<file path="src/rtl/twister_rng_with_lcg_seeding_macros.svh">
// Assertion macros shared by the RNG block.
`ifndef TWISTER_RNG_WITH_LCG_SEEDING_MACROS_SVH
`define TWISTER_RNG_WITH_LCG_SEEDING_MACROS_SVH

`ifndef SYNTHESIS
// Same-cycle implication, checked at every rising clock edge out of reset.
`define TWRNG_ASSERT_IMP(lbl, clk, rst_n, ante, cons) \
    lbl: assert property (@(posedge clk) disable iff (!rst_n) (ante) |-> (cons)) \
        else $error("twrng assertion failed");
// Next-cycle implication.
`define TWRNG_ASSERT_NXT(lbl, clk, rst_n, ante, cons) \
    lbl: assert property (@(posedge clk) disable iff (!rst_n) (ante) |=> (cons)) \
        else $error("twrng assertion failed");
`else
`define TWRNG_ASSERT_IMP(lbl, clk, rst_n, ante, cons)
`define TWRNG_ASSERT_NXT(lbl, clk, rst_n, ante, cons)
`endif

`endif

</file>
<file path="src/rtl/twrng_rem.sv">
module twrng_rem (
    input  logic        aclk,
    input  logic        aresetn,
    input  logic        start,
    input  logic [31:0] dividend,
    input  logic [31:0] divisor,
    output logic        done,
    output logic [31:0] remainder
);

    logic        busy_reg;
    logic        done_reg;
    logic [4:0]  cnt_reg;
    logic [31:0] rem_reg;
    logic [31:0] dvd_reg;
    logic [31:0] div_reg;
    logic [32:0] trial;
    logic [31:0] rem_next;

    // Restoring remainder, one dividend bit per cycle from the top.
    always_comb begin
        trial = {rem_reg, dvd_reg[31]};
        if (trial >= {1'b0, div_reg}) begin
            rem_next = 32'(trial - {1'b0, div_reg});
        end else begin
            rem_next = trial[31:0];
        end
    end

    always_ff @(posedge aclk) begin
        if (!aresetn) begin
            busy_reg <= 1'b0;
            done_reg <= 1'b0;
            cnt_reg  <= 5'd0;
        end else begin
            done_reg <= 1'b0;
            if (start) begin
                busy_reg <= 1'b1;
                cnt_reg  <= 5'd0;
            end else if (busy_reg) begin
                cnt_reg <= cnt_reg + 5'd1;
                if (cnt_reg == 5'd31) begin
                    busy_reg <= 1'b0;
                    done_reg <= 1'b1;
                end
            end
        end
    end

    always_ff @(posedge aclk) begin
        if (start) begin
            rem_reg <= 32'd0;
            dvd_reg <= dividend;
            div_reg <= divisor;
        end else if (busy_reg) begin
            rem_reg <= rem_next;
            dvd_reg <= {dvd_reg[30:0], 1'b0};
        end
    end

    assign done      = done_reg;
    assign remainder = rem_reg;

endmodule

</file>
<file path="config.mk">
export PLATFORM = sky130hd
export DESIGN_NAME = twrng_rem
export DESIGN_NICKNAME = d
export VERILOG_FILES = /design/src/rtl/twister_rng_with_lcg_seeding_macros.svh /design/src/rtl/twrng_rem.sv
export SDC_FILE = /design/constraint.sdc
export NUM_CORES = 1
export LEC_CHECK = 0
export BUFFER_PORTS_ARGS = -buffer_cell sky130_fd_sc_hd__buf_2
export CORE_MARGIN = 3
export CORE_UTILIZATION = 47
export CTS_BUF_LIST = sky130_fd_sc_hd__clkbuf_8
export CTS_CLUSTER_SIZE = 16
export DETAILED_ROUTE_END_ITERATION = 7
export PLACE_DENSITY_LB_ADDON = 0.2
export SYNTH_ARGS = -nofsm -noshare
export SYNTH_HDL_FRONTEND = slang
export SYNTH_SLANG_ARGS = --single-unit
export TNS_END_PERCENT = 10
</file>
<file path="constraint.sdc">
create_clock -name aclk -period 4.9 [get_ports aclk]
set_input_delay 0 -clock aclk [delete_from_list [all_inputs] [get_ports aclk]]
set_output_delay 0 -clock aclk [all_outputs]
set_load 0.03 [all_outputs]
</file>
* Word-level counts from Yosys, hierarchy flattened
Cells that the tools add are included.
W data, S select, Z words.
** Storage, ports and cells
- Register bits :: 103
- Output and inout port bits :: 33
** Cells by class
- Add/sub/neg operators :: 2
- $lt $le $gt $ge :: 1
- Equality and inequality tests :: 1
- Mux-type cells :: 7
- Bitwise gates (word level) :: 2
- Reduce and logical (&&, ||, !) cells :: 3
** Operators with widths (number)
- $mux W32 :: 3
- $ge A33 B32 Y1 :: 1
- $sub A32 B32 Y32 :: 1
- $add A5 B1 Y5 const B :: 1
- $eq A5 B5 Y1 const B :: 1
- $mux W1 :: 4
- $reduce_or A3 Y1 :: 1
- $not A1 Y1 :: 2
- $reduce_bool A2 Y1 :: 1
- $reduce_or A2 Y1 :: 1

* Logic depth before layout (Yosys ltp)
Gate-level depths: netlist (run 1).
- Depth in word-level cells :: 4
- Gate-level depth with buffers :: 13
- Mapped depth without buffers :: 13

* Worst setup path before layout (run 1)
No wires, ideal clock.
- Kind :: reg-to-reg
- Start point :: register rem_reg[25] (netlist: remainder[25])
- End point :: register rem_reg[28] (netlist: remainder[28])
- Arrival :: 2660 ps
- Required time :: 4812 ps
- Slack :: 2152 ps
- Cell stages (with the launch flop) :: 13
- Buffers on the path :: 2
- Period minus slack after synthesis :: 2748 ps
- Cell sequence :: dfxtp_1 ha_1 buf_2 a21o_1 a21o_1 a211oi_1 o21ai_0 a211oi_2 o21ai_4 inv_2 buf_4 nand2_1 a311oi_2
** Between the ends
- Word-level cells in the longest chain between the ends :: 2
- Elaborated cells between the ends (all ways) :: 3
** RTL lines
- start, declared :: RTL line twrng_rem.sv:14 : logic [31:0] rem_reg;
- start signal, assigned :: RTL line twrng_rem.sv:56 : rem_reg <= rem_next;
- $sub A32 B32 Y32 / $ge A33 B32 Y1 (equally long branches) :: RTL line twrng_rem.sv:24, twrng_rem.sv:23
- $mux W32 * :: RTL line twrng_rem.sv:23 : if (trial >= {1'b0, div_reg}) begin
Mark *: on every way between the ends. The rest lies on a longest branch, timed or not.
A chain may end at the register's enable or synchronous reset.

* Worst setup path after layout (run 1)
- Start point :: register dvd_reg[31]
- End point :: register rem_reg[22] (netlist: remainder[22])
** Between the ends
- Word-level cells in the longest chain between the ends :: 2
- Elaborated cells between the ends (all ways) :: 3
** RTL lines
- start, declared :: RTL line twrng_rem.sv:15 : logic [31:0] dvd_reg;
- start signal, assigned :: RTL line twrng_rem.sv:53 : dvd_reg <= dividend;
- start signal, assigned :: RTL line twrng_rem.sv:57 : dvd_reg <= {dvd_reg[30:0], 1'b0};
- $sub A32 B32 Y32 / $ge A33 B32 Y1 (equally long branches) :: RTL line twrng_rem.sv:24, twrng_rem.sv:23
- $mux W32 * :: RTL line twrng_rem.sv:23
Marked as above.

==> results.toml, run 1 <==
[sta]
period_share_pct = 61.6
period_needed_ps = 3020
finalHoldViolCount = 0
drv_slew = 0
slew-limit-headroom_pct = 49.1
grt_setup_unrepaired = "false"
fin_tns_setup_ps = 0
skew_ps = 12.0
max_slew.worst_pin.slew_ps = 764
fmax_mhz = 331
setup_viol = 0

[finish]
fin_util_pct = 60.5
drive_above_1_share_pct = 22.3
multiInputGateArea_mm2 = 0.00286
fillers = 1092
nets = 838
antenna-diode-count = 0
area_growth_pct = 24.9
register_area_mm2 = 0.00270

[grt]
grt_pass1_vias = 4795
grt_pass1_wl_um = 22700
track_usage_pct = 19.9
grt_start_max_net_pins = 71
grt_overflow_total = 0
antenna_found_initial = 0

[placement]
io_buffers = 99
hpwl_um = 8970
gp_congestion = 0.861

[pwr]
pwr-share-comb_pct = 29.8
vdd_drop_max_mv = 0.223
leakage_nw = 3.14
switching_power_w = 0.000786
sw_frac_of_total_pct = 34.5
internal_power_w = 0.00149
power.density_mw_per_mm2 = 311
clockPowerShare_pct = 24.1
p_seq_share_pct = 46.1

[synthesis]
ys.flop_type = "edfxtp_1"
yosys_warnings = 0
synth_most_common_cell = "nand2_1"
yosysTopAreaCell = "edfxtp_1"
synth_top_area_share_pct = 32.8
yosysSeqAreaShare_pct = 46.1
syn_area_per_cell_um2 = 10.0
synth_common_cells = "nand2_1, edfxtp_1, nor2_1, inv_1, dfxtp_1"
synth_area_leaders = "edfxtp_1, dfxtp_1, ha_1"
syn_inst = 584
ys_ff_latch = 103
synth_edf_count = 64
synthArstFlopShare_pct = 0
synth.distinct_cells = 56
syn-cell-area_mm2 = 0.00586
synth_nets = 686

[clock_network]
cts_setup_buffers = 0
cts-root-buf = "clkbuf_8"
path_clk_slew_ps = 110
htree_levels = 3
clockBufferDepth = 2
clkLatencyLatePin_ps = 390
numCtsBuffers = 9
cts.sinks = 103
cts_tree = "yes"

[die]
pin_count = 100
die_y_um = 118
dieArea_mm2 = 0.0138
initial_core_util_pct = 48.4
core-area_mm2 = 0.0121
die_w_um = 118
rows = 40

[hold_path]
hold_depth = 1
holdPathEnd = "div_reg[27]"
hp-class = "primary input to flop"
worstHoldStart = "start"

[worst_setup_path]
critPathLaunchType = "flop"
critical_path_class = "flop to flop"
reg2reg_slack_ps = 1880
worstPathMaxFanout = 4
critPathCaptureType = "flop"
arrival_ps = 3310
r2r-end = "remainder[22]"
r2r-start = "dvd_reg[31]"
r2r_cells = 13
critPathRequiredTime_ps = 5200

[routing]
post_drt_wl_per_cell_um = 14.8
drc = 0
dr.pass1.iters = 4
viasPerCell = 5.26
routed_wl_um = 13400
dr_total_vias = 4783
drtIter0Drc = 291
postRouteAntennaNets = 0

[run]
maxCapViolations = 0

[run_status]
status = "finished, final reports clean"
worst max-delay path, cell delays in order (launching register included):
cell and delay, ps:
edfxtp_1 410, inv_1 70, ha_1 150, inv_1 50
fa_1 410, a21oi_2 190, o21ai_2 80, a21oi_2 230
o31a_1 260, o21ai_0 240, a211oi_1 310, xnor2_1 150
nand2_1 70, a311oi_1 290
area by class of cell:
class | count | area share [%]
multi-input combinational | 412 | 39.1
sequential | 103 | 36.9
timing repair buffer | 167 | 16.0
tap | 168 | 2.87
inverter | 43 | 2.20
clock buffer | 9 | 1.69
clock inverter | 7 | 1.20
worst max-delay path by stage:
stage	depth (start not counted)	from	end	slack (ps)
2_1_floorplan	12	remainder[25]	remainder[28]	2150
3_3_place_gp	11	div_reg[12]	remainder[26]	1980
3_5_place_dp	10	remainder[11]	remainder[26]	1920
4_1_cts	13	dvd_reg[31]	remainder[22]	1880
5_1_grt	13	dvd_reg[31]	remainder[22]	1620
6_report	13	dvd_reg[31]	remainder[22]	1880
cells by family (layout without fill, tap and decap cells):
logic type,count (synthesis),count (layout),synth area share [%]
and+or+nand+nor,171,171,12.9
AOI/OAI and AO/OA,141,141,17.1
DFF,103,103,46.1
buffers and inverters,69,226,5.04
muxes,38,38,7.15
adders and majority gates,35,35,7.60
xor gates and xnor gates,27,27,4.03
metrics by stage:
stage | cells | power, W | area [um2] | hold WS (ps) | worst slack, ps
floorplan | 584 | 0.00156 | 5860 | 98.9 | 2150
global placement | 828 | 0.00170 | 6460 | 176 | 1980
global route | 909 | 0.00242 | 7320 | 78.0 | 1620
detailed placement | 828 | 0.00171 | 6460 | 178 | 1920
CTS | 909 | 0.00231 | 7320 | 69.2 | 1880
finish | 909 | 0.00228 | 7320 | 89.2 | 1880
placed cells by master, fill, tap and decap left out, types with 4 or more instances in the layout:
cell type	count
nor2_1	45
a31oi_1	4
a311oi_1	22
nand2_1	76
nand4_1	8
and3_1	4
edfxtp_1	64
nand2b_1	7
a211oi_1	7
clkbuf_8	9
o21a_1	7
ha_1	34
o21ai_0	16
a21oi_1	38
xnor2_1	13
nand3_1	10
nor2b_1	6
or3_1	4
dlygate4sd3_1	65
mux2_2	31
a21o_1	12
xor2_1	14
buf_4	4
mux2i_1	7
o211ai_1	4
buf_2	98
dfxtp_1	38
o21bai_1	7
inv_1	42
repair_timing:
action                                  CTS  global route
endpoints found under the setup margin    0             0
hold buffers                             65             0
endpoints found under the hold margin    71             0
resized for setup                         0             0
per-layer routing:
| layer | vias to the layer above | part of all wire [%] | track usage [%] | wire length (um) |
|---|---|---|---|---|
| li1 | 2413 | - | - | - |
| met1 | 2251 | 44 | 24.1 | 5930 |
| met2 | 103 | 50 | 34.2 | 6680 |
| met3 | 16 | 4.8 | 6.10 | 647 |
| met4 | 0 | 1.4 | 5.64 | 186 |
| met5 | - | 0 | 0 | 0 |
power groups by stage:
stage	combinational (W)	sequential, W	clock (W)
after floorplan	0.000449	0.00111	0
after global placement	0.000630	0.00107	0
after detailed placement	0.000639	0.00107	0
after CTS	0.000683	0.00105	0.000574
after global routing	0.000757	0.00106	0.000604
final	0.000680	0.00105	0.000549
Note: power is estimated with default switching activity, not from simulation.
==> run 2, diff against run 1 <==
- clock period: 4.9 -> 2.65 ns (I/O delays scaled with it)
==> results.toml, run 2 (synthesized netlist as in run 1, its figures left out) <==
[sta]
slew-limit-headroom_pct = 48.1
period_needed_ps = 2790
skew_ps = 16.6
finalHoldViolCount = 0
grt_setup_unrepaired = "true"
fin_ws_ps = -144
drv_slew = 0
fin_tns_setup_ps = -567
max_slew.worst_pin.slew_ps = 779
setup_viol = 13
fmax_mhz = 358
period_share_pct = 105

[finish]
register_area_mm2 = 0.00271
drive_above_1_share_pct = 29.6
stdcell_area_mm2 = 0.00779
final_common_cell = "buf_2"
antenna-diode-count = 0
most-common-layout-cells = "buf_2, nand2_1, dlygate4sd3_1"
fin_util_pct = 64.4
fillers = 1021
multiInputGateArea_mm2 = 0.00294
area_growth_pct = 33.0
nets = 888

[worst_setup_path]
critPathCaptureType = "flop"
arrival_ps = 3110
r2r_cells = 13
reg2reg_slack_ps = -140
critical_path_class = "flop to flop"
worstPathMaxFanout = 3
critPathRequiredTime_ps = 2970
critPathLaunchType = "flop"

[clock_network]
cts.sinks = 103
clockBufferDepth = 2
clkLatencyLatePin_ps = 400
cts-root-buf = "clkbuf_8"
cts_tree = "yes"
htree_levels = 3
path_clk_slew_ps = 110
numCtsBuffers = 9

[routing]
drc = 0
postRouteAntennaNets = 0
viasPerCell = 5.20
dr.pass1.iters = 5
routed_wl_um = 14200
dr_total_vias = 4989
post_drt_wl_per_cell_um = 14.8
drtIter0Drc = 254

[grt]
grt_pass1_vias = 5068
grt_start_max_net_pins = 46
grt_pass1_wl_um = 23500
track_usage_pct = 20.5
grt_overflow_total = 0
antenna_found_initial = 0

[die]
core-area_mm2 = 0.0121
pin_count = 100
initial_core_util_pct = 48.4
die_w_um = 118
rows = 40
dieArea_mm2 = 0.0138
die_y_um = 118

[run_status]
violations = "setup timing"
status = "finished, violations left"

[hold_path]
hold_depth = 2
hp-class = "primary input to flop"

[placement]
hpwl_um = 9580
place_area_mm2 = 0.00683
gp_congestion = 0.885
io_buffers = 99

[run]
maxCapViolations = 0

[pwr]
leakage_nw = 3.40
power.density_mw_per_mm2 = 568
vdd_drop_max_mv = 0.423
-- run 2: through the flow --
step           setup WS [ps]  hold WS (ps)  instances  total power (W)
6_report                -144           294        959          0.00442
5_1_grt                 -318           291        959          0.00467
4_1_cts                 -135           282        957          0.00441
3_5_place_dp            -215           178        873          0.00332
3_3_place_gp            -132           176        873          0.00329
2_1_floorplan           21.0          98.9        584          0.00288
-- run 2: path summary, 6_finish.rpt --
check | startpoint | end
worst min-delay path | divisor[6] | div_reg[6]
worst max register to register | dvd_reg[31] | remainder[28]
worst max-delay path | dvd_reg[31] | remainder[28]
worst min register to register | remainder[2] | remainder[2]
-- run 2: worst max-delay path, stage by stage (launching register included) --
cell and delay [ps]:
edfxtp_1 400, inv_1 70, ha_2 180, inv_2 40, fa_2 360, a21oi_4 150, o21ai_2 70, a21oi_2 170
o31a_1 230, o32a_1 230, o31a_1 250, mux2i_1 220, o21ai_1 100, a311oi_2 240
-- run 2: power breakdown --
part | total, W | switching, W | internal [W]
Combinational | 0.00149 | 0.000812 | 0.000679
Clock | 0.000997 | 0.000622 | 0.000375
Sequential | 0.00194 | 0.0000751 | 0.00186
-- run 2: per-layer routing --
| metal | share of wire, % | up-vias | track usage [%] |
|---|---|---|---|
| met1 | 44 | 2344 | 24.5 |
| met3 | 5.2 | 22 | 6.15 |
| met4 | 1.5 | 0 | 5.35 |
| met2 | 50 | 107 | 35.9 |
| li1 | - | 2516 | - |
| met5 | 0 | - | 0 |
-- run 2: repair_timing --
item,in CTS,in global routing
gates resized for setup,8,13
pin swaps,8,18
hold buffers,66,0
setup endpoints to repair,27,32
hold endpoints to repair,82,0
buffers inserted,2,2
-- run 2: layout make-up --
class | count | share of cell area [%]
Multi-Input combinational cell | 412 | 37.7
Tap cell | 168 | 2.70
Timing Repair Buffer | 217 | 20.3
Inverter | 43 | 2.07
Sequential cell | 103 | 34.8
Clock inverter | 7 | 0.899
Clock buffer | 9 | 1.59
