File: config.mk
export PLATFORM = sky130hd
export DESIGN_NAME = twrng_lcg
export DESIGN_NICKNAME = d
export VERILOG_FILES = /design/src/rtl/twister_rng_with_lcg_seeding_macros.svh /design/src/rtl/twrng_pkg.sv /design/src/rtl/twrng_lcg.sv
export SDC_FILE = /design/constraint.sdc
export NUM_CORES = 1
export LEC_CHECK = 0
export BUFFER_PORTS_ARGS = -buffer_cell sky130_fd_sc_hd__buf_2
export CAP_MARGIN = 30
export CORE_MARGIN = 2
export CORE_UTILIZATION = 54
export DETAILED_ROUTE_END_ITERATION = 8
export GPL_TIMING_DRIVEN = 1
export PLACE_DENSITY = 0.72
export SLEW_MARGIN = 20
export SYNTH_ARGS = -nofsm -noshare
export SYNTH_HDL_FRONTEND = slang
export SYNTH_SLANG_ARGS = --single-unit
File: constraint.sdc
create_clock -name aclk -period 11.9 [get_ports aclk]
set_input_delay 1.785 -clock aclk [delete_from_list [all_inputs] [get_ports aclk]]
set_output_delay 1.785 -clock aclk [all_outputs]
set_load 0.02 [all_outputs]
File: src/rtl/twister_rng_with_lcg_seeding_macros.svh
// Assertion macros shared by the RNG block.
`ifndef TWISTER_RNG_WITH_LCG_SEEDING_MACROS_SVH
`define TWISTER_RNG_WITH_LCG_SEEDING_MACROS_SVH

`ifndef SYNTHESIS
// Same-cycle implication, checked at every rising clock edge out of reset.
`define TWRNG_ASSERT_IMP(lbl, clk, rst_n, ante, cons) \
    lbl: assert property (@(posedge clk) disable iff (!rst_n) (ante) |-> (cons)) \
        else $error("twrng assertion failed");
// Next-cycle implication.
`define TWRNG_ASSERT_NXT(lbl, clk, rst_n, ante, cons) \
    lbl: assert property (@(posedge clk) disable iff (!rst_n) (ante) |=> (cons)) \
        else $error("twrng assertion failed");
`else
`define TWRNG_ASSERT_IMP(lbl, clk, rst_n, ante, cons)
`define TWRNG_ASSERT_NXT(lbl, clk, rst_n, ante, cons)
`endif

`endif

File: src/rtl/twrng_pkg.sv
package twrng_pkg;

    localparam int STORE_WORDS  = 624;
    localparam int TWIST_OFFSET = 379;
    localparam int ADDR_W       = $clog2(STORE_WORDS);
    localparam int OFFSET_MOD   = TWIST_OFFSET % STORE_WORDS;

    localparam logic [31:0] LCG_MUL    = 32'd2147001325;
    localparam logic [31:0] LCG_ADD    = 32'd715136305;
    localparam logic [31:0] SEED_XOR   = 32'h31415926;
    localparam logic [31:0] UPPER_BIT  = 32'h80000000;
    localparam logic [31:0] LOWER_BITS = 32'h7FFFFFFF;
    localparam logic [31:0] TWIST_XOR  = 32'h9908B0DF;
    localparam logic [31:0] TEMPER_B   = 32'h9D2C5680;
    localparam logic [31:0] TEMPER_C   = 32'hEFC60000;

    localparam logic OP_RESEED = 1'b0;
    localparam logic OP_DRAW   = 1'b1;

    localparam logic STATUS_OK         = 1'b0;
    localparam logic STATUS_NOT_SEEDED = 1'b1;

    function automatic logic [31:0] twist_word(input logic [31:0] here_w,
                                               input logic [31:0] next_w,
                                               input logic [31:0] far_w);
        logic [31:0] mix;
        mix = (here_w & UPPER_BIT) | (next_w & LOWER_BITS);
        return far_w ^ (mix >> 1) ^ (mix[0] ? TWIST_XOR : 32'd0);
    endfunction

    function automatic logic [31:0] temper(input logic [31:0] w);
        logic [31:0] r;
        r = w;
        r = r ^ (r >> 11);
        r = r ^ ((r << 7) & TEMPER_B);
        r = r ^ ((r << 15) & TEMPER_C);
        r = r ^ (r >> 18);
        return r;
    endfunction

endpackage

File: src/rtl/twrng_lcg.sv
module twrng_lcg (
    input  logic        aclk,
    input  logic        aresetn,
    input  logic        load,
    input  logic [31:0] seed,
    input  logic        step,
    output logic [31:0] word
);

    logic [31:0] lcg_reg;
    logic [31:0] lcg_next;

    assign lcg_next = lcg_reg * twrng_pkg::LCG_MUL + twrng_pkg::LCG_ADD;
    // Each fill word is the advanced state, halves swapped, whitened.
    assign word = twrng_pkg::SEED_XOR ^ {lcg_next[15:0], lcg_next[31:16]};

    always_ff @(posedge aclk) begin
        if (!aresetn) begin
            lcg_reg <= 32'd0;
        end else if (load) begin
            lcg_reg <= seed;
        end else if (step) begin
            lcg_reg <= lcg_next;
        end
    end

endmodule

; Word level (Yosys, flattened, before mapping)
; Cells that the tools add are included.
[word_totals]
reg_bits = 32
output_inout_bits = 32
wordCells = 7
[classes]
addsub = 1
multipliers = 1
mux = 2
bitwise_logic = 1
n_reduce_logical = 1
[ops]
columns = op, count
row1 = $mux W32, 2
row2 = $add A32 B30 Y32 const B, 1
row3 = $mul A32 B31 Y32 const B, 1
row4 = $not A12 Y12, 1
row5 = $reduce_bool A2 Y1, 1

; Depth between registers and ports, before layout
; Gate-level depths: netlist of run 1.
[depth]
word_depth = 4
depth_mapped = 27
ltp_nobuf = 27

; Least setup slack after synthesis of run 1
; OpenSTA, ideal clock, no wires.
[synth_path]
kind = register to output
from = register lcg_reg[8]
to = output port word[15]
t_arrival_ns = 6.593
required_time_ns = 10.115
setup_slack_ns = 3.522
stages_incl_launch_ff = 28
path_buffers = 1
cell_sequence = dfxtp_1 inv_1 fa_1 fa_1 inv_1 ha_1 inv_1 fa_1 inv_1 fa_1 inv_1 fa_1 inv_1 fa_1 inv_1 fa_1 inv_1 ha_1 clkbuf_2 nand4_1 a31oi_1 a221o_1 a31o_1 a211o_1 a21oi_2 nand2b_1 a21oi_1 xor2_1
[synth_between]
elab_chain_cells = 2
[synth_rtl]
columns = element, line_no
row1 = from (decl), twrng_lcg.sv:10  ; logic [31:0] lcg_reg;
row2 = from (signal assigned), twrng_lcg.sv:23  ; lcg_reg <= lcg_next;
row3 = $mul A32 B31 Y32, twrng_lcg.sv:13  ; assign lcg_next = lcg_reg * twrng_pkg::LCG_MUL + twrng_pkg::LCG_ADD;
row4 = $add A32 B30 Y32, twrng_lcg.sv:13
row5 = to (decl), twrng_lcg.sv:7  ; output logic [31:0] word
; Every way passes these cells.

; Worst setup path in the final report of run 1
; Same ends and word-level chain as after synthesis.

==> metrics list, run 1 <==
* Outcome: complete, no violations
- Post-synth EDFFs: 0
* Maximum number of pins on one net before global-route repair: 38
* Die Height: 149 microns
- Global route overflow: 0
* Ratio of cells with drive above 1 in the final layout: 0.0722
* Final cell area excluding filler cells: 12,100 sq um
- Of the post-synthesis cell area, the part taken by muxes is 0.00530.
* Vias per cell: 5.32
* Average instance area after synthesis: 9.43 sq um
* Number of antenna violations at the first check in global routing: 0
- Crit path max fanout: 8
- Area added between synthesis and finish: 6.65%
* Adder-cell share of the synthesized area: 0.613
- Crit path DAT: 7.47 ns
- For this design the top-level I/O count stands at 68.
* Minimum clock period: 9.25 ns
- In the final timing run, aggregate negative setup slack is 0 ns.
- After synthesis, the largest family of logic cells by area is adder cells.
* Path depth of the worst reg2reg path: 26
- The congestion estimate from routability-driven global placement came to 0.936.
- Die boundary width: 149 microns
- Maximum Capacitance Violations: 0
- Root buffer cell: sky130_fd_sc_hd__clkbuf_16
* Detail Placement HPWL: 25,500 microns
- The via count of the first global-routing pass came to 8,952.
- Yosys warning total: 0
- Yosys mapped the design onto 58 distinct sky130hd cell types.
* Startpoint type of the worst setup path: register
- Area of combinational cells with multiple inputs: 9060 sq um
- Core area: 20,800 sq um
- First drt pass iteration count: 5
* Synth top area share: 0.387
* PostCTS Resize Cnt: 0
- Dividing the final minimum period by the clock period gives 0.777.
- The H-tree was split into 2 levels.
- Synthesized Nets: 1,662
- Of the total synthesized cell area, the portion taken by XOR and XNOR cells is 0.0504.
- Cell taking the most area after synthesis: sky130_fd_sc_hd__fa_1
- Final max-slew violation count: 0
- For the final database, setup skew stands at 0.0144 ns.
* Type of the worst setup path: register to output pin
- No sink is reached through more buffers than the 2 on the longest clock path.
- Counting flops and latches in the post-synthesis netlist gives 32.
- Clock latency on the worst-skew pair, taken at its later pin, is 0.30 ns.
- The clock net in this run drives a total of 32 sinks.
* Share of synthesized area occupied by flip-flops and latches: 0.0565
* Worst slack after detailed placement: 3.04 ns
* Port-buffer cells: 67
- CTS buffer count: 5
- Row generation in the floorplan step produced 53 rows.
- Number of vias in the routed layout: 8,166
* Least-Margin Pin Slew: 0.799 ns
* WP data required: 10.12 ns
* Slew HR: 0.468
- CTS Hold Bufs: 0
- Endpoints failing setup: 0
* Net total in the final layout: 1,719
* Routed WL per cell: 18.7 microns
* Minimum setup slack among reg-to-reg paths: 4.81 ns
* Storage element area: 641 sq um
- The first global-routing pass estimated 46,200 microns of wire.
* CP endpoint kind: output pin
* Antenna cells: 0
- After clock tree synthesis, the clock-pin slew on the worst setup and hold paths is 0.07 ns.
* Clock tree from TritonCTS: yes
- DP Area: 11,900 sq um
- Util after Layout: 0.581
- Compound-cell area share of the yosys netlist: 0.0874
- For this run, the top clock speed supported by timing is 108 MHz.
* Worst Slack Setup Final: 2.65 ns
* Cells taking the most area after synthesis: sky130_fd_sc_hd__fa_1 39%, sky130_fd_sc_hd__ha_1 23%, sky130_fd_sc_hd__inv_1 14%
* Fillers: 1,838
- In this run, the number of DRC markers left after iteration 0 of detailed routing was 461.
- Share of async-settable or async-resettable flops after synthesis: 0
* DRT Wirelength: 28,700 microns
- Unrepaired setup endpoints after global routing: no
- Global routing usage summed across all routing layers: 0.274
* Hold Crit Depth: 2
- The number of hold violations in the final report came to 0.
- Of the total synthesized cell area, the portion taken by AND, OR, NAND and NOR gates is 0.0429.
* Flip-flop count of the largest register after layout: 32
* Dominant synthesized flop cell: sky130_fd_sc_hd__dfxtp_1
- Synthesis produced 1,202 cells.
- The cell area that synthesis handed to floorplanning was 11,300 sq um.
- The detail route stage leaves a number of antenna-violating nets equal to 0.
- Die area: 22,200 sq um
- Buffers inserted during post-CTS setup optimization: 0
- In the routed design, unresolved DRC markers number 0.
* Initial core utilization: 0.545
- Path class of the lowest-slack min-delay path: register to register
## synth_stat cells (3+ instances only)
| master | count |
|---|---|
| sky130_fd_sc_hd__o21bai_1 | 5 |
| sky130_fd_sc_hd__ha_1 | 205 |
| sky130_fd_sc_hd__nor3_1 | 4 |
| sky130_fd_sc_hd__xnor2_1 | 48 |
| sky130_fd_sc_hd__dfxtp_1 | 32 |
| sky130_fd_sc_hd__a21o_1 | 19 |
| sky130_fd_sc_hd__xor2_1 | 11 |
| sky130_fd_sc_hd__nand2b_1 | 4 |
| sky130_fd_sc_hd__fa_1 | 219 |
| sky130_fd_sc_hd__mux2i_1 | 6 |
| sky130_fd_sc_hd__o21ai_0 | 27 |
| sky130_fd_sc_hd__nand2_1 | 37 |
| sky130_fd_sc_hd__nor2b_1 | 3 |
| sky130_fd_sc_hd__a31o_2 | 3 |
| sky130_fd_sc_hd__o211ai_1 | 9 |
| sky130_fd_sc_hd__o211a_1 | 9 |
| sky130_fd_sc_hd__o31ai_1 | 3 |
| sky130_fd_sc_hd__inv_1 | 410 |
| sky130_fd_sc_hd__nor2_1 | 21 |
| sky130_fd_sc_hd__o221a_2 | 4 |
| sky130_fd_sc_hd__and2_1 | 5 |
| sky130_fd_sc_hd__a211o_1 | 3 |
| sky130_fd_sc_hd__a21boi_1 | 3 |
| sky130_fd_sc_hd__o31a_1 | 4 |
| sky130_fd_sc_hd__a21oi_1 | 37 |
| sky130_fd_sc_hd__clkbuf_1 | 14 |
| sky130_fd_sc_hd__nand3_1 | 8 |
| sky130_fd_sc_hd__nand4_1 | 5 |
| sky130_fd_sc_hd__o21ai_1 | 3 |
## routing by layer
metal | GRT usage | share of wire
met5 | 0 | 0
met2 | 0.489 | 0.50
met4 | 0.0838 | 0.040
met1 | 0.346 | 0.40
met3 | 0.0388 | 0.063
## cells by family (layout without fill, tap and decap cells)
| group | count (synthesis) | count (layout) |
|---|---|---|
| buf+inv | 431 | 489 |
| fa+ha+maj | 424 | 424 |
| compound gates | 146 | 146 |
| simple gates | 101 | 101 |
| xor+xnor | 62 | 62 |
| flops | 32 | 32 |
| mux | 6 | 6 |
## final timing paths
kind | start | to
max | lcg_reg[8] | word[15]
min reg2reg | lcg_reg[22] | lcg_reg[22]
min | lcg_reg[22] | lcg_reg[22]
max reg2reg | lcg_reg[8] | lcg_reg[31]
## stage by stage
stage | hold WS [ns] | cells
after global placement | 0.650 | 1527
after CTS | 0.666 | 1535
after floorplan | 0.565 | 1202
final | 0.665 | 1535
after global routing | 0.710 | 1535
after detailed placement | 0.656 | 1527
## area by class of cell
cell class,instances,area share
timing repair buffer,70,0.0296
inverter,411,0.128
tap,275,0.0285
sequential,32,0.0530
clock buffer,5,0.0103
multi-input combinational,739,0.749
clock inverter,3,0.00197
## worst max-delay path, stage by stage, from the launching register on
cell	delay, ns
sky130_fd_sc_hd__dfxtp_1	0.57
sky130_fd_sc_hd__inv_1	0.21
sky130_fd_sc_hd__fa_1	0.53
sky130_fd_sc_hd__fa_1	0.43
sky130_fd_sc_hd__inv_1	0.06
sky130_fd_sc_hd__ha_1	0.14
sky130_fd_sc_hd__inv_1	0.05
sky130_fd_sc_hd__fa_1	0.49
sky130_fd_sc_hd__inv_1	0.06
sky130_fd_sc_hd__fa_1	0.50
sky130_fd_sc_hd__inv_1	0.05
sky130_fd_sc_hd__fa_1	0.52
sky130_fd_sc_hd__inv_1	0.05
sky130_fd_sc_hd__fa_1	0.47
sky130_fd_sc_hd__inv_1	0.05
sky130_fd_sc_hd__fa_1	0.48
sky130_fd_sc_hd__inv_1	0.04
sky130_fd_sc_hd__ha_1	0.37
sky130_fd_sc_hd__nand4_1	0.16
sky130_fd_sc_hd__a31oi_1	0.07
sky130_fd_sc_hd__a221o_1	0.32
sky130_fd_sc_hd__a31o_1	0.28
sky130_fd_sc_hd__a211o_1	0.41
sky130_fd_sc_hd__a21oi_2	0.26
sky130_fd_sc_hd__nand2b_1	0.08
sky130_fd_sc_hd__a21oi_1	0.17
sky130_fd_sc_hd__xor2_1	0.17
sky130_fd_sc_hd__buf_2	0.19
## placed cells by master (no fill, tap or decap), types with 11 or more instances in the layout
master | synthesis | final
sky130_fd_sc_hd__a21o_1 | 19 | 19
sky130_fd_sc_hd__a21oi_1 | 37 | 37
sky130_fd_sc_hd__buf_2 | 1 | 67
sky130_fd_sc_hd__dfxtp_1 | 32 | 32
sky130_fd_sc_hd__fa_1 | 219 | 219
sky130_fd_sc_hd__ha_1 | 205 | 205
sky130_fd_sc_hd__inv_1 | 410 | 410
sky130_fd_sc_hd__nand2_1 | 37 | 37
sky130_fd_sc_hd__nor2_1 | 21 | 21
sky130_fd_sc_hd__o21ai_0 | 27 | 27
sky130_fd_sc_hd__xnor2_1 | 48 | 48
sky130_fd_sc_hd__xor2_1 | 11 | 11
Power of run 1 is left out: the tool's default activity adds up to more than one toggle a clock period on the data nets, which glitch-free logic cannot reach.
==> inputs of run 2 (changes only) <==
Clock period 11.9 ns to 9.1 ns, I/O delays scaled along.
==> run 2 against run 1 <==
Worst hold slack got worse by 0.0059 ns; clock skew fell by 0.0025 ns; count of clock-buffer cells in the layout did not move; flip-flop and latch count did not move; via count fell by 1.7%; first-iteration DRC count fell by 29%; global-route usage rose by 0.20 points; wire length rose by 0.50%; cell area rose by 0.15%; die area did not move.
==> metrics list, run 2 (synthesized netlist as in run 1, its figures left out) <==
* Final antenna-violating net count: 0 (unchanged)
* Crit path max fanout: 8 (unchanged)
- The total global routing track utilization was 0.276 (+0.00202).
- The run finished with clean final reports.
- The number of sinks on the clock net was 32 (unchanged).
* Global route overflow: 0 (unchanged)
* Die boundary width: 149 microns (unchanged)
* Least-Margin Pin Slew: 0.818 ns (+0.0191 ns)
- CTS Hold Bufs: 0 (unchanged)
* Path class of the lowest-slack min-delay path: register to register
- Reg2reg start: lcg_reg[11]
- The worst hold path stage count was 4 (+2).
- The effective utilization at floorplan was 0.545 (unchanged).
- The first-pass GRT wire length was 46,200 microns (-0.11%).
* Slew HR: 0.455 (-0.0127)
- Root buffer cell: sky130_fd_sc_hd__clkbuf_16
* R2r endpoint: lcg_reg[28]
- The number of buffers on the longest clock path was 2 (unchanged).
- The detailed-router iteration count before antenna repair was 5 (unchanged).
- Placer's final routability congestion estimate: 0.939 (+0.40%)
* Clock tree from TritonCTS: yes
- The clock latency reported for the late side of the worst-skew pair was 0.30 ns (about the same).
- The detailed-route wire length is 28,900 microns (+0.50%).
- The largest net degree at the start of global routing was 38 (unchanged).
* Type of the worst setup path: register to output pin
* Core area: 20,800 sq um (unchanged)
- The via count of the first global-routing pass was 8,955 (+0.034%).
- The max-slew violation total from the final report is 0 (unchanged).
- The count of buffers added by post-CTS timing repair for setup came to 0 (unchanged).
* Vias per cell: 5.23 (-1.8%)
- Number of vias in the routed layout: 8,031 (-1.7%)
* CTS buffer count: 5 (unchanged)
* Final period util: 0.960
- The reg-to-reg setup timing slack is 2.01 ns (-2.80 ns).
* Number of DRC markers in iteration 0: 326 (-29%)
- In the layout the commonest cells are 410 x sky130_fd_sc_hd__inv_1, 219 x sky130_fd_sc_hd__fa_1, 205 x sky130_fd_sc_hd__ha_1.
- Area added between synthesis and finish: 6.81%
- The overall die area came to 22,200 sq um (unchanged).
- Minimum clock period: 8.74 ns
- The number of hold violations in the final report was 0 (unchanged).
- The worst hold path begins at lcg_reg[31].
- Port-buffer cells: 67 (unchanged)
- Clock transition time at the flip-flop clock pins of the worst setup and hold paths: 0.07 ns (about the same)
* Unrepaired setup endpoints after global routing: no
* DRC errors left: 0 (unchanged)
- Worst Clk Skew: 0.0119 ns (-0.00249 ns)
- The number of antenna violations at the first check in global routing was 0 (unchanged).
* Crit path DAT: 7.37 ns (-0.10 ns)
- The half-perimeter wire length of the detailed placement result came to 25,400 microns (-0.43%).
- The placement row count is 53 (unchanged).
* Net total in the final layout: 1,721 (+0.12%)
* Endpoints failing setup: 0 (unchanged)
- Antenna cells: 0 (unchanged)
- Top Ports: 68 (unchanged)
- Die Height: 149 microns (unchanged)
- The number of cell instances on the worst register-to-register path is 23 (-12%).
- The share of post-route cells with drive strength above 1 came to 0.0753 (+0.00306).
- The filler cell count in the final layout was 1,851 (+0.71%).
- STA classifies the critical path startpoint as a register.
- The average detailed-routed wire length per instance came to 18.8 microns (+0.37%).
- Maximum Capacitance Violations: 0 (unchanged)
* WP data required: 7.74 ns (-2.38 ns)
- Setup Total Neg Slack: 0 ns (unchanged)
- The maximum level of the CTS H-tree came to 2 (unchanged).
* Commonest non-fill, non-tap cell in the layout: sky130_fd_sc_hd__inv_1
- Highest clock frequency the design can meet: 114 MHz
- For hold timing, the worst endpoint is lcg_reg[31].
- Flip-flop count of the largest register after layout: 32 (unchanged)
* CP endpoint kind: output pin
-- run 2: stage by stage --
step                instance area (sq um)  cells   util  setup WS, ns  hold slack [ns]
floorplan                           11300   1202      -          1.14            0.565
global placement                    12000   1529  0.574         0.756            0.644
detailed placement                  12000   1529  0.574         0.675            0.645
CTS                                 12100   1537  0.581         0.305            0.655
global route                        12100   1537  0.582        0.0170            0.700
finish                              12100   1537  0.582         0.364            0.659
-- run 2: critical path: stages (launching register included) --
cell and delay [ns]:
sky130_fd_sc_hd__dfxtp_1 0.65, sky130_fd_sc_hd__inv_1 0.23, sky130_fd_sc_hd__fa_1 0.46, sky130_fd_sc_hd__inv_1 0.08
sky130_fd_sc_hd__fa_1 0.44, sky130_fd_sc_hd__ha_1 0.29, sky130_fd_sc_hd__inv_1 0.05, sky130_fd_sc_hd__fa_1 0.48
sky130_fd_sc_hd__inv_1 0.05, sky130_fd_sc_hd__fa_1 0.48, sky130_fd_sc_hd__fa_1 0.50, sky130_fd_sc_hd__fa_1 0.49
sky130_fd_sc_hd__inv_1 0.05, sky130_fd_sc_hd__fa_1 0.47, sky130_fd_sc_hd__inv_1 0.04, sky130_fd_sc_hd__ha_1 0.49
sky130_fd_sc_hd__nand2_1 0.14, sky130_fd_sc_hd__nor4b_1 0.28, sky130_fd_sc_hd__a21o_1 0.31, sky130_fd_sc_hd__o21ai_0 0.13
sky130_fd_sc_hd__a21oi_1 0.25, sky130_fd_sc_hd__a221oi_1 0.16, sky130_fd_sc_hd__xor2_1 0.31, sky130_fd_sc_hd__buf_2 0.23
-- run 2: metal layers --
layer / vias to the layer above / wire, microns / GRT usage
li1: 3770 / - / -
met1: 3958 / 11700 / 0.345
met2: 233 / 14400 / 0.484
met3: 70 / 1620 / 0.0477
met4: 0 / 1090 / 0.0981
met5: - / 0 / 0
-- run 2: worst max-delay path by stage --
stage | end | startpoint | cells past startpoint
2_1_floorplan | word[15] | lcg_reg[8] | 27
3_3_place_gp | word[15] | lcg_reg[10] | 27
3_5_place_dp | word[15] | lcg_reg[10] | 27
4_1_cts | word[15] | lcg_reg[8] | 27
5_1_grt | word[15] | lcg_reg[17] | 27
6_report | word[12] | lcg_reg[11] | 23
-- run 2: cell type report --
type | instances | area (sq um) | area share
well taps | 275 | 344 | 0.0284
inverters | 411 | 1540 | 0.127
repair buffers | 72 | 373 | 0.0308
multi-input cells | 739 | 9060 | 0.748
clock buffers | 5 | 125 | 0.0103
clock inverters | 3 | 23.8 | 0.00196
flip-flops and latches | 32 | 643 | 0.0531
-- run 2: what timing repair did --
item                                   CTS  global route
setup endpoints to repair                0             1
endpoints found under the hold margin    0             0
resized for setup                        0             2
Power of run 2 is left out for the same reason.
